$ cat src/rtl/erm_pkg.sv
// shared constants, codes and types of the event rule matrix matcher
package erm_pkg;

	localparam int ROWS_DEF  = 16;
	localparam int ROW_BYTES = 8;
	localparam int ROW_W     = ROW_BYTES * 8;
	localparam int BYTE_W    = 3;
	localparam int MAX_OUT   = 16;
	localparam int CNT_W     = $clog2(MAX_OUT + 1);

	localparam logic [1:0] REQ_WRITE = 2'd0;
	localparam logic [1:0] REQ_READ  = 2'd1;
	localparam logic [1:0] REQ_EVENT = 2'd2;

	localparam logic [1:0] KIND_ACCESS = 2'd0;
	localparam logic [1:0] KIND_FIRE   = 2'd1;
	localparam logic [1:0] KIND_NOFIRE = 2'd2;

	localparam logic CFG_ZONE    = 1'b0;
	localparam logic CFG_SUBZONE = 1'b1;

	// byte positions within a row
	localparam int B_OADDR  = 0;
	localparam int B_FLAGS  = 1;
	localparam int B_CMASK  = 2;
	localparam int B_CFILT  = 3;
	localparam int B_TMASK  = 4;
	localparam int B_TFILT  = 5;
	localparam int B_ACTION = 6;
	localparam int B_PARAM  = 7;

	// flag bit positions
	localparam int FL_ENABLE  = 7;
	localparam int FL_OADDR   = 6;
	localparam int FL_HARD    = 5;
	localparam int FL_ZONE    = 4;
	localparam int FL_SUBZONE = 3;
	localparam int FL_CMASK8  = 1;
	localparam int FL_CFILT8  = 0;

	localparam logic [8:0] CLASS_BIT8 = 9'h100;
	localparam logic [7:0] BYTE_ONES  = 8'hFF;

	typedef struct packed {
		logic [7:0] orig_addr;
		logic       hard_coded;
		logic [8:0] event_class;
		logic [7:0] event_type;
		logic       has_zone;
		logic [7:0] event_zone;
		logic [7:0] event_subzone;
	} event_t;

	function automatic logic [7:0] row_byte(input logic [ROW_W-1:0] row, input int idx);
		row_byte = row[idx*8 +: 8];
	endfunction

endpackage

$ cat src/rtl/erm_table.sv
// rule table memory, one row per entry, with per-row valid bits for the zero reset
module erm_table #(
	parameter int ROWS = erm_pkg::ROWS_DEF
) (
	input  logic                                  clk,
	input  logic                                  arst_n,
	input  logic                                  rd_en,
	input  logic [(ROWS > 1 ? $clog2(ROWS) : 1)-1:0] rd_addr,
	output logic [erm_pkg::ROW_W-1:0]             rd_data,
	input  logic                                  wr_en,
	input  logic [(ROWS > 1 ? $clog2(ROWS) : 1)-1:0] wr_addr,
	input  logic [erm_pkg::ROW_W-1:0]             wr_data
);

	logic [erm_pkg::ROW_W-1:0] mem [ROWS];
	logic [ROWS-1:0]           valid_q;
	logic [erm_pkg::ROW_W-1:0] rd_data_s1;
	logic                      rd_ok_s1;

	always_ff @(posedge clk or negedge arst_n) begin
		if (!arst_n) begin
			valid_q  <= '0;
			rd_ok_s1 <= 1'b0;
		end else begin
			if (wr_en)
				valid_q[wr_addr] <= 1'b1;
			if (rd_en)
				rd_ok_s1 <= valid_q[rd_addr];
		end
	end

	always_ff @(posedge clk) begin
		if (wr_en)
			mem[wr_addr] <= wr_data;
		if (rd_en)
			rd_data_s1 <= mem[rd_addr];
	end

	// a row never written reads as zeros
	assign rd_data = rd_ok_s1 ? rd_data_s1 : '0;

endmodule

$ cat src/rtl/erm_row_match.sv
// decides whether one rule row fires for an event
module erm_row_match (
	input  logic [erm_pkg::ROW_W-1:0] row,
	input  erm_pkg::event_t           ev,
	input  logic [7:0]                node_zone,
	input  logic [7:0]                node_subzone,
	output logic                      fire
);

	logic [7:0] flags;
	logic [8:0] cmask;
	logic [8:0] cfilt;
	logic [7:0] tmask;
	logic [7:0] tfilt;
	logic       ok_en;
	logic       ok_oaddr;
	logic       ok_hard;
	logic       ok_zone;
	logic       ok_class;
	logic       ok_type;

	always_comb begin
		flags = erm_pkg::row_byte(row, erm_pkg::B_FLAGS);
		cmask = {1'b0, erm_pkg::row_byte(row, erm_pkg::B_CMASK)}
			| (flags[erm_pkg::FL_CMASK8] ? erm_pkg::CLASS_BIT8 : 9'd0);
		cfilt = {1'b0, erm_pkg::row_byte(row, erm_pkg::B_CFILT)}
			| (flags[erm_pkg::FL_CFILT8] ? erm_pkg::CLASS_BIT8 : 9'd0);
		tmask = erm_pkg::row_byte(row, erm_pkg::B_TMASK);
		tfilt = erm_pkg::row_byte(row, erm_pkg::B_TFILT);

		ok_en    = flags[erm_pkg::FL_ENABLE]
			&& (erm_pkg::row_byte(row, erm_pkg::B_ACTION) != 8'd0);
		ok_oaddr = !flags[erm_pkg::FL_OADDR]
			|| (erm_pkg::row_byte(row, erm_pkg::B_OADDR) == ev.orig_addr);
		ok_hard  = !flags[erm_pkg::FL_HARD] || ev.hard_coded;
		ok_zone  = (!flags[erm_pkg::FL_ZONE] && !flags[erm_pkg::FL_SUBZONE])
			|| (ev.has_zone
				&& (!flags[erm_pkg::FL_ZONE] || ev.event_zone == node_zone)
				&& (!flags[erm_pkg::FL_SUBZONE] || ev.event_subzone == node_subzone));
		ok_class = (cmask == 9'd0) || (cfilt == (cmask & ev.event_class));
		ok_type  = (tmask == 8'd0) || (tfilt == (tmask & ev.event_type));

		fire = ok_en && ok_oaddr && ok_hard && ok_zone && ok_class && ok_type;
	end

endmodule

$ cat src/rtl/event_rule_matrix_matcher.sv
// top level of the event rule matrix matcher: request sequencer and result register
//
// Input channel (in_valid / in_stall) takes one request at a time: a table byte
// write, a table byte read, or an event. Table bytes sit at a linear address,
// row times eight plus byte; an address beyond the table reads 0 and writes nothing.
// Each access gives one reply (kind 0, last set) when the output register is free.
// An event reads the rows from one memory port, one row a cycle while no result is
// held back, and stops after the last row or the sixteenth firing row.
// Each firing row gives a kind 1 result; the last result of the event has last
// set; when no row fires a single kind 2 result is given.
// Results leave through a one-deep output register (out_valid / out_stall).
// While the receiver stalls, the scan pauses at the next firing row and in_stall
// stays high until the request has handed over its last result.
// Requests of type 3 are taken and give no result. Reset clears the whole table to
// zeros (per-row valid bits, no clearing pass), node_zone and node_subzone; in_stall
// is low straight after reset. cfg_we writes node_zone (index 0) or node_subzone
// (index 1); the user must do so only while idle, the block does not enforce it.
module event_rule_matrix_matcher #(
	parameter int ROWS = erm_pkg::ROWS_DEF
) (
	input  logic       clk,
	input  logic       arst_n,
	input  logic       in_valid,
	output logic       in_stall,
	input  logic [1:0] req_type,
	input  logic [7:0] table_addr,
	input  logic [7:0] write_value,
	input  logic [7:0] orig_addr,
	input  logic       hard_coded,
	input  logic [8:0] event_class,
	input  logic [7:0] event_type,
	input  logic       has_zone,
	input  logic [7:0] event_zone,
	input  logic [7:0] event_subzone,
	output logic       out_valid,
	input  logic       out_stall,
	output logic [1:0] kind,
	output logic [7:0] read_value,
	output logic [3:0] row_index,
	output logic [7:0] action_code,
	output logic [7:0] action_param,
	output logic       last,
	input  logic       cfg_we,
	input  logic       cfg_idx,
	input  logic [7:0] cfg_wdata
);

	localparam int RIDX_W      = ROWS > 1 ? $clog2(ROWS) : 1;
	localparam int TABLE_BYTES = ROWS * erm_pkg::ROW_BYTES;

	localparam logic [2:0] ST_IDLE   = 3'd0;
	localparam logic [2:0] ST_ACC    = 3'd1;
	localparam logic [2:0] ST_SCAN   = 3'd2;
	localparam logic [2:0] ST_FINISH = 3'd3;

	logic [2:0]                 state_q;
	logic [7:0]                 node_zone_q;
	logic [7:0]                 node_subzone_q;
	erm_pkg::event_t            ev_q;
	logic                       is_write_q;
	logic                       in_range_q;
	logic [RIDX_W-1:0]          acc_row_q;
	logic [erm_pkg::BYTE_W-1:0] acc_byte_q;
	logic [7:0]                 wval_q;
	logic [RIDX_W-1:0]          ridx_q;
	logic [erm_pkg::CNT_W-1:0]  cnt_q;
	logic                       pend_q;
	logic [RIDX_W-1:0]          pend_row_q;
	logic [7:0]                 pend_act_q;
	logic [7:0]                 pend_par_q;

	logic                       out_valid_q;
	logic [1:0]                 kind_q;
	logic [7:0]                 read_value_q;
	logic [3:0]                 row_index_q;
	logic [7:0]                 action_code_q;
	logic [7:0]                 action_param_q;
	logic                       last_q;

	logic                       accept;
	logic                       addr_in_range;
	logic                       out_can_load;
	logic                       rd_en;
	logic [RIDX_W-1:0]          rd_addr;
	logic [erm_pkg::ROW_W-1:0]  rd_data;
	logic                       wr_en;
	logic [erm_pkg::ROW_W-1:0]  wr_data;
	logic                       fire;
	logic                       scan_hold;
	logic                       scan_end;
	logic [7:0]                 acc_byte_val;

	assign in_stall      = (state_q != ST_IDLE);
	assign accept        = in_valid && !in_stall;
	assign addr_in_range = ({1'b0, table_addr} < 9'(TABLE_BYTES));
	assign out_can_load  = !out_valid_q || !out_stall;

	erm_row_match u_match (
		.row          (rd_data),
		.ev           (ev_q),
		.node_zone    (node_zone_q),
		.node_subzone (node_subzone_q),
		.fire         (fire)
	);

	assign scan_hold = fire && pend_q && !out_can_load;
	assign scan_end  = (ridx_q == RIDX_W'(ROWS - 1))
		|| (fire && cnt_q == erm_pkg::CNT_W'(erm_pkg::MAX_OUT - 1));

	always_comb begin
		rd_en   = 1'b0;
		rd_addr = ridx_q + 1'b1;
		if (accept) begin
			if (req_type == erm_pkg::REQ_EVENT) begin
				rd_en   = 1'b1;
				rd_addr = '0;
			end else begin
				rd_en   = addr_in_range
					&& (req_type == erm_pkg::REQ_WRITE || req_type == erm_pkg::REQ_READ);
				rd_addr = table_addr[3 +: RIDX_W];
			end
		end else if (state_q == ST_SCAN && !scan_hold && !scan_end) begin
			rd_en = 1'b1;
		end
	end

	always_comb begin
		acc_byte_val = rd_data[{acc_byte_q, 3'b000} +: 8];
		wr_data      = rd_data;
		wr_data[{acc_byte_q, 3'b000} +: 8] = wval_q;
		wr_en        = (state_q == ST_ACC) && out_can_load && is_write_q && in_range_q;
	end

	erm_table #(
		.ROWS (ROWS)
	) u_table (
		.clk     (clk),
		.arst_n  (arst_n),
		.rd_en   (rd_en),
		.rd_addr (rd_addr),
		.rd_data (rd_data),
		.wr_en   (wr_en),
		.wr_addr (acc_row_q),
		.wr_data (wr_data)
	);

	always_ff @(posedge clk or negedge arst_n) begin
		if (!arst_n) begin
			node_zone_q    <= '0;
			node_subzone_q <= '0;
		end else if (cfg_we) begin
			case (cfg_idx)
				erm_pkg::CFG_ZONE:    node_zone_q    <= cfg_wdata;
				erm_pkg::CFG_SUBZONE: node_subzone_q <= cfg_wdata;
				default: ;
			endcase
		end
	end

	always_ff @(posedge clk) begin
		if (accept) begin
			ev_q.orig_addr     <= orig_addr;
			ev_q.hard_coded    <= hard_coded;
			ev_q.event_class   <= event_class;
			ev_q.event_type    <= event_type;
			ev_q.has_zone      <= has_zone;
			ev_q.event_zone    <= event_zone;
			ev_q.event_subzone <= event_subzone;
			is_write_q         <= (req_type == erm_pkg::REQ_WRITE);
			in_range_q         <= addr_in_range;
			acc_row_q          <= table_addr[3 +: RIDX_W];
			acc_byte_q         <= table_addr[erm_pkg::BYTE_W-1:0];
			wval_q             <= write_value;
		end
		if (state_q == ST_SCAN && fire && !scan_hold) begin
			pend_row_q <= ridx_q;
			pend_act_q <= erm_pkg::row_byte(rd_data, erm_pkg::B_ACTION);
			pend_par_q <= erm_pkg::row_byte(rd_data, erm_pkg::B_PARAM);
		end
	end

	always_ff @(posedge clk or negedge arst_n) begin
		if (!arst_n) begin
			state_q        <= ST_IDLE;
			ridx_q         <= '0;
			cnt_q          <= '0;
			pend_q         <= 1'b0;
			out_valid_q    <= 1'b0;
			kind_q         <= erm_pkg::KIND_ACCESS;
			read_value_q   <= '0;
			row_index_q    <= '0;
			action_code_q  <= '0;
			action_param_q <= '0;
			last_q         <= 1'b0;
		end else begin
			if (!out_stall)
				out_valid_q <= 1'b0;
			case (state_q)
				ST_IDLE: begin
					if (accept) begin
						ridx_q <= '0;
						cnt_q  <= '0;
						pend_q <= 1'b0;
						case (req_type)
							erm_pkg::REQ_WRITE: state_q <= ST_ACC;
							erm_pkg::REQ_READ:  state_q <= ST_ACC;
							erm_pkg::REQ_EVENT: state_q <= ST_SCAN;
							default:            state_q <= ST_IDLE;
						endcase
					end
				end
				ST_ACC: begin
					if (out_can_load) begin
						out_valid_q    <= 1'b1;
						kind_q         <= erm_pkg::KIND_ACCESS;
						read_value_q   <= !in_range_q ? 8'd0
							: (is_write_q ? wval_q : acc_byte_val);
						row_index_q    <= '0;
						action_code_q  <= '0;
						action_param_q <= '0;
						last_q         <= 1'b1;
						state_q        <= ST_IDLE;
					end
				end
				ST_SCAN: begin
					if (!scan_hold) begin
						if (fire) begin
							cnt_q  <= cnt_q + 1'b1;
							pend_q <= 1'b1;
							if (pend_q) begin
								out_valid_q    <= 1'b1;
								kind_q         <= erm_pkg::KIND_FIRE;
								read_value_q   <= '0;
								row_index_q    <= 4'(pend_row_q);
								action_code_q  <= pend_act_q;
								action_param_q <= pend_par_q;
								last_q         <= 1'b0;
							end
						end
						if (scan_end)
							state_q <= ST_FINISH;
						else
							ridx_q <= ridx_q + 1'b1;
					end
				end
				ST_FINISH: begin
					if (out_can_load) begin
						out_valid_q    <= 1'b1;
						kind_q         <= pend_q ? erm_pkg::KIND_FIRE : erm_pkg::KIND_NOFIRE;
						read_value_q   <= '0;
						row_index_q    <= pend_q ? 4'(pend_row_q) : 4'd0;
						action_code_q  <= pend_q ? pend_act_q : 8'd0;
						action_param_q <= pend_q ? pend_par_q : 8'd0;
						last_q         <= 1'b1;
						state_q        <= ST_IDLE;
					end
				end
				default: state_q <= ST_IDLE;
			endcase
		end
	end

	assign out_valid    = out_valid_q;
	assign kind         = kind_q;
	assign read_value   = read_value_q;
	assign row_index    = row_index_q;
	assign action_code  = action_code_q;
	assign action_param = action_param_q;
	assign last         = last_q;

	a_access_is_last: assert property (@(posedge clk) disable iff (!arst_n)
		(out_valid && kind == erm_pkg::KIND_ACCESS) |-> last)
		else $error("access reply without last");

	a_fire_has_action: assert property (@(posedge clk) disable iff (!arst_n)
		(out_valid && kind == erm_pkg::KIND_FIRE) |-> (action_code != 8'd0))
		else $error("fired result with empty action");

	a_scan_count: assert property (@(posedge clk) disable iff (!arst_n)
		(state_q == ST_SCAN) |-> (cnt_q < erm_pkg::CNT_W'(erm_pkg::MAX_OUT)))
		else $error("scan running past the result limit");

	a_hold_row: assert property (@(posedge clk) disable iff (!arst_n)
		(state_q == ST_SCAN && scan_hold) |=> ($stable(ridx_q) && state_q == ST_SCAN))
		else $error("scan advanced while a result was blocked");

endmodule

$ cat config.mk
export PLATFORM = sky130hd
export DESIGN_NAME = event_rule_matrix_matcher
export DESIGN_NICKNAME = d
export VERILOG_FILES = /design/src/rtl/erm_pkg.sv /design/src/rtl/erm_table.sv /design/src/rtl/erm_row_match.sv /design/src/rtl/event_rule_matrix_matcher.sv
export SDC_FILE = /design/constraint.sdc
export NUM_CORES = 2
export LEC_CHECK = 0
export BUFFER_PORTS_ARGS = -buffer_cell sky130_fd_sc_hd__buf_2
export CAP_MARGIN = 20
export CORE_ASPECT_RATIO = 1.2
export CORE_MARGIN = 1
export CORE_UTILIZATION = 51
export DETAILED_ROUTE_END_ITERATION = 7
export PLACE_DENSITY = 0.68
export SKIP_CTS_REPAIR_TIMING = 1
export SLEW_MARGIN = 20
export SYNTH_ARGS = -nofsm -noshare
export SYNTH_HDL_FRONTEND = slang
export SYNTH_HIERARCHICAL = 1
export SYNTH_SLANG_ARGS = --single-unit
$ cat constraint.sdc
create_clock -name clk -period 22.8 [get_ports clk]
set_input_delay 2.28 -clock clk [delete_from_list [all_inputs] [get_ports clk]]
set_output_delay 2.28 -clock clk [all_outputs]
set_load 0.05 [all_outputs]
* Word level (Yosys, flattened, before mapping)
Memories as Yosys holds them, arrays and structs flattened. A register that Yosys moved wholly into a read port is not among the register bits. Cells that the tools add are included.
Word-level totals: word-level logic and storage cells 206, bits in writable memories 1024, output and inout bits 33, memories 1, flip-flop bits (word level) 158, input port bits 75
Memories:
- u_table.mem | words 16, bits a word 64, rd ports 1, clocked after Yosys merged registers in 1, write ports 1, RTL line erm_table.sv:15 | logic [erm_pkg::ROW_W-1:0] mem [ROWS];
Operators by class: reduce and logical (&&, ||, !) cells 60, equality and inequality tests 21, bitwise operators 6, magnitude comparators 4, add/subtract/negate cells 3, mux-type cells 78, shifts and indexed selects 3
Operators with widths (count):
- 8-bit two-way mux | 17
- 8-bit case mux with 3 select lines | 3
- 64-bit bitwise mux | 1
- 64-bit two-way mux | 1
- 8-bit by 8-bit variable shift with 64-bit output (first input constant) | 1
- 64-bit by 7-bit variable part select with 8-bit output | 1
- 8-bit by 8-bit variable part select with 64-bit output | 1
- 4-bit two-way mux | 11
- 8-bit == test | 4
- 1-bit logical AND | 22
- 1-bit two-way mux | 19
- 9-bit two-way mux | 2
- 8-bit by 9-bit OR with 9-bit output | 2
- 2-bit != test (second input constant) | 8
- 16-bit OR | 1
- 5-bit two-way mux | 3
- 2-bit two-way mux | 6
- 3-bit two-way mux | 4
- 4-bit case mux with 3 select lines | 1
- 4-bit AND reduction | 3
- 1-bit zero test | 10
- 1-bit logical OR | 10
- 4-bit by 5-bit less-than comparator with 1-bit output (second input constant) | 2
- 5-bit case mux with 2 select lines | 1
- other kinds (34) | 41

* Logic depth before layout (Yosys ltp)
depth after elaboration 16, mapped depth 13, mapped depth without buffers 10

* Modules after synthesis
The synthesis kept the hierarchy.
Modules (own cells, without submodules):
- erm_table | cells an instance 1615, instances 1, seq. area each 33096.7 um2, area an instance 41547.3 um2
- event_rule_matrix_matcher | cells an instance 527, instances 1, seq. area each 3903.7 um2, area an instance 6832.8 um2
- erm_row_match | cells an instance 90, instances 1, seq. area each 0.0 um2, area an instance 628.1 um2

* Worst setup path before layout
OpenSTA, ideal clock, no wires.
path type input to register, start point in in_valid, end point reg u_table.rd_ok_s1, stages 4, setup time 89 ps, slack 13740 ps, data required time 22711 ps, arrival 8971 ps, path buffers 0, path through nand2_1 -> inv_1 -> o31ai_1 -> mux2_2
Between the ends: elaborated cells on any way between the ends 5, classes of those cells 4 x mux; 1 x reduce/logical
RTL lines:
- from (decl) | RTL line event_rule_matrix_matcher.sv:23 | input logic in_valid,
- 1-bit logical AND | RTL line event_rule_matrix_matcher.sv:94 | assign accept = in_valid && !in_stall;
- net accept | RTL line event_rule_matrix_matcher.sv:80 | logic accept;
- 1-bit two-way mux | RTL line event_rule_matrix_matcher.sv:113 | if (accept) begin
- net rd_en | RTL line event_rule_matrix_matcher.sv:83 | logic rd_en;
- to (signal assigned) | RTL line erm_table.sv:28 | rd_ok_s1 <= valid_q[rd_addr];
- to (decl) | RTL line erm_table.sv:18 | logic rd_ok_s1;
The timed path passes the listed nets, and every way through them passes these cells. The select of a mux whose other input is x is not followed. A chain may end at the register's enable or synchronous reset.

* Worst setup path in the final report
start point in in_valid, end point reg u_table/rd_data_s1[18] (netlist name), read port of u_table.mem, data pin
Between the ends: word-level cells in the longest chain between the ends 2, elaborated cells on any way between the ends 3, classes of those cells 2 x mux; 1 x reduce/logical
Ends and longest elaborated chain:
- 1-bit logical AND | RTL line event_rule_matrix_matcher.sv:94
- net accept | RTL line event_rule_matrix_matcher.sv:80
- 4-bit two-way mux | RTL line event_rule_matrix_matcher.sv:113
- net rd_addr[0] | RTL line event_rule_matrix_matcher.sv:84 | logic [RIDX_W-1:0] rd_addr;
- to (decl) | RTL line erm_table.sv:17 | logic [erm_pkg::ROW_W-1:0] rd_data_s1;
The timed path passes the listed nets, and every way through them passes these cells.

==> metrics.txt <==
max_slew headroom=9.78%; clock tree buffer depth=3; via count=23900; Die Ht=342 µm; clk_lat worst skew=0.71 ns; ANT nets after route=0; drt via density=6.32; Nets=2505; final slew viol count=0; final WL=120000 µm; final setup vio count=0; port bufs=107; Hold Crit Start=u_table/valid_q[14]; Area after DPL=51100 µm²; most frequent cells in the layout=edfxtp_1 (1168), mux4_2 (333), clkbuf_16 (119), buf_2 (106), nand2_1 (84); Final GP Congestion=0.896; Syn Area/Cell=22.0 µm²; minimum clock period=6.80 ns; sequence of cells on the critical path=buf_2, nand2_1, clkinv_2, o21ai_4, buf_4, buf_12, buf_4, mux4_2, mux4_2; worst reg2reg path depth=10; Rows=124; hold path cells=1; non-filler cells, final=3778; RR Startpoint=state_q[0]; Post-Syn Area=49000 µm²; ys flop type=edfxtp_1; Starting DRT DRC Count=2988; share of layout cells above drive strength 1=31.9%; Setup TNS=0 ns; Yosys reg bits=1245; Top Ports=108; Critical Path Slowest Stage Cell=buf_4; GRT Total Usage=25.0%; Core Util, Final=57.7%; CP Capture Type=flop; most common cell after layout, fill and taps aside=edfxtp_1; crit path max fanout=116; r2r endpoint=u_table/rd_data_s1[18]; first-pass GRT wire length=173000 µm; Peak Freq=147 MHz; drt first pass iters=5; maximum VDD drop=0.144 mV; share of the yosys chip area belonging to registers=75.5%; Worst Hold Class=reg2reg; ys async rst share=6.18%; Hold EP=u_table/valid_q[14]; crit path launch type=input port; Slew @ Worst Pin=1.35 ns; multiplexer share of the synthesized area=17.9%; fill count=6724; final worst slack=16.00 ns; simple-gate share of the synthesized area=3.07%; crit path kind=in2reg; Worst Path Required=23.25 ns; Initial Util=51.4%; CORE AREA=95300 µm²; clock net sink count=1245; Residual DRC=0; number of global-route vias before repair=24200; Compound-Gate Fraction of Synth Area=1.03%; crit-path max cell delay=0.92 ns; largest family of logic cells by synthesized area=multiplexers; GRT Residual Overflow=0; R2R setup slack=16.92 ns; Pwr Density=132 nW/µm²; antenna violations before repair=2; adder-cell share of the synthesized area=0.357%; Post-synth EDFFs=1168; CTS tree=built; ratio of final minimum period to clock period=29.8%; CTS clock-pin slew for the worst setup and hold paths=0.06 ns; Yosys warning count=6; Cells after Synth=2232; clk_skew=0.0316 ns; post-DR wirelength/cell=31.8 µm; Arr. time, crit path=7.24 ns; root buffer cell=clkbuf_16; pre-CTS WS=15.07 ns; dpl cells=3559; RSZ-0062 raised after global routing=false; Num CTS Buffers=115; final hold vios=0; status=complete, no violations; htree depth=3; Unique masters post-synth=59; Lkg Pwr=17.9 nW; largest net degree at the start of global routing=162; die width=285 µm; syn_nets=2321; XOR/XNOR Fraction of Synth Area=0.679%; Final Cell Area=55000 µm²; maxcap violations=0; die area=97300 µm²; Area growth, synth to finish=12.2%; HPWL Detailed=66200 µm
-- logic make-up after synthesis --
group           Yosys count
buf+inv                 129
fa+ha+maj                14
flops                  1245
compound gates           75
simple gates            291
mux                     440
xor+xnor                 38
-- worst max-delay path, delay by kind of cell --
family | cells | cell delay (ns)
compound gates | 1 | 0.78
buf+inv | 5 | 2.70
mux | 2 | 1.10
simple gates | 1 | 0.19
-- synthesized netlist by cell type, drive strengths merged, types with 7 or more instances --
library cell,instances,area share [%]
ha,14,0.36
nor2,52,0.40
nand3,10,0.10
nand2,84,0.64
or2,16,0.20
nor3,11,0.12
o21ai,22,0.22
clkbuf,35,0.27
and2,69,0.88
nor4,9,0.15
mux2i,25,0.51
edfxtp,1168,72
mux4,339,16
nand4,7,0.089
dfrtp,77,3.9
inv,31,0.24
a21oi,16,0.16
mux2,76,1.7
a221o,8,0.16
xnor2,37,0.66
nand2b,16,0.20
buf,62,0.97
-- layout make-up --
type / count / area [µm²] / area share [%]
Sequential cell: 1245 / 37000 / 67.3
Multi-Input combinational cell: 858 / 11400 / 20.8
Clock buffer: 143 / 3140 / 5.70
Tap cell: 1260 / 1580 / 2.87
Timing Repair Buffer: 164 / 995 / 1.81
Clock inverter: 74 / 719 / 1.31
Inverter: 32 / 121 / 0.221
Antenna cell: 2 / 5.00 / 0.00910
-- power breakdown --
part	switching [mW]	internal (mW)
clock network	0.836	1.11
logic	1.31	0.912
registers	0.0726	3.03
-- sequential cells by signal, summed over array words and instances (netlist names), 16 cells and up --
signal	cells
u_table/rd_data_s1	64
u_table/mem	1024
u_table/valid_q	16
ev_q	43
-- metrics by stage --
stage | hold WS (ns) | total power [mW]
finish | 0.464 | 7.27
detailed placement | 0.448 | 5.36
global route | 0.470 | 7.51
floorplan | 0.434 | 4.75
global placement | 0.446 | 5.30
CTS | 0.467 | 7.30
-- how the worst max path moves through the flow --
stage | start | end | cells past startpoint | slack (ns)
4_1_cts | in_valid | u_table/rd_data_s1[18] | 9 | 15.79
2_1_floorplan | in_valid | u_table/rd_ok_s1 | 4 | 13.74
6_report | in_valid | u_table/rd_data_s1[18] | 9 | 16.00
3_5_place_dp | in_valid | u_table/rd_data_s1[18] | 9 | 15.07
5_1_grt | in_valid | u_table/rd_data_s1[18] | 9 | 15.44
3_3_place_gp | in_valid | u_table/rd_data_s1[43] | 9 | 15.12
-- per-layer routing --
layer | global-route usage (%) | vias to the layer above | routed length (µm)
met5 | 0 | - | 13
li1 | - | 9606 | -
met3 | 4.21 | 200 | 11700
met2 | 41.1 | 1297 | 59600
met1 | 34.5 | 12800 | 45400
met4 | 7.79 | 2 | 3310
(Power assumes the default switching activity.)
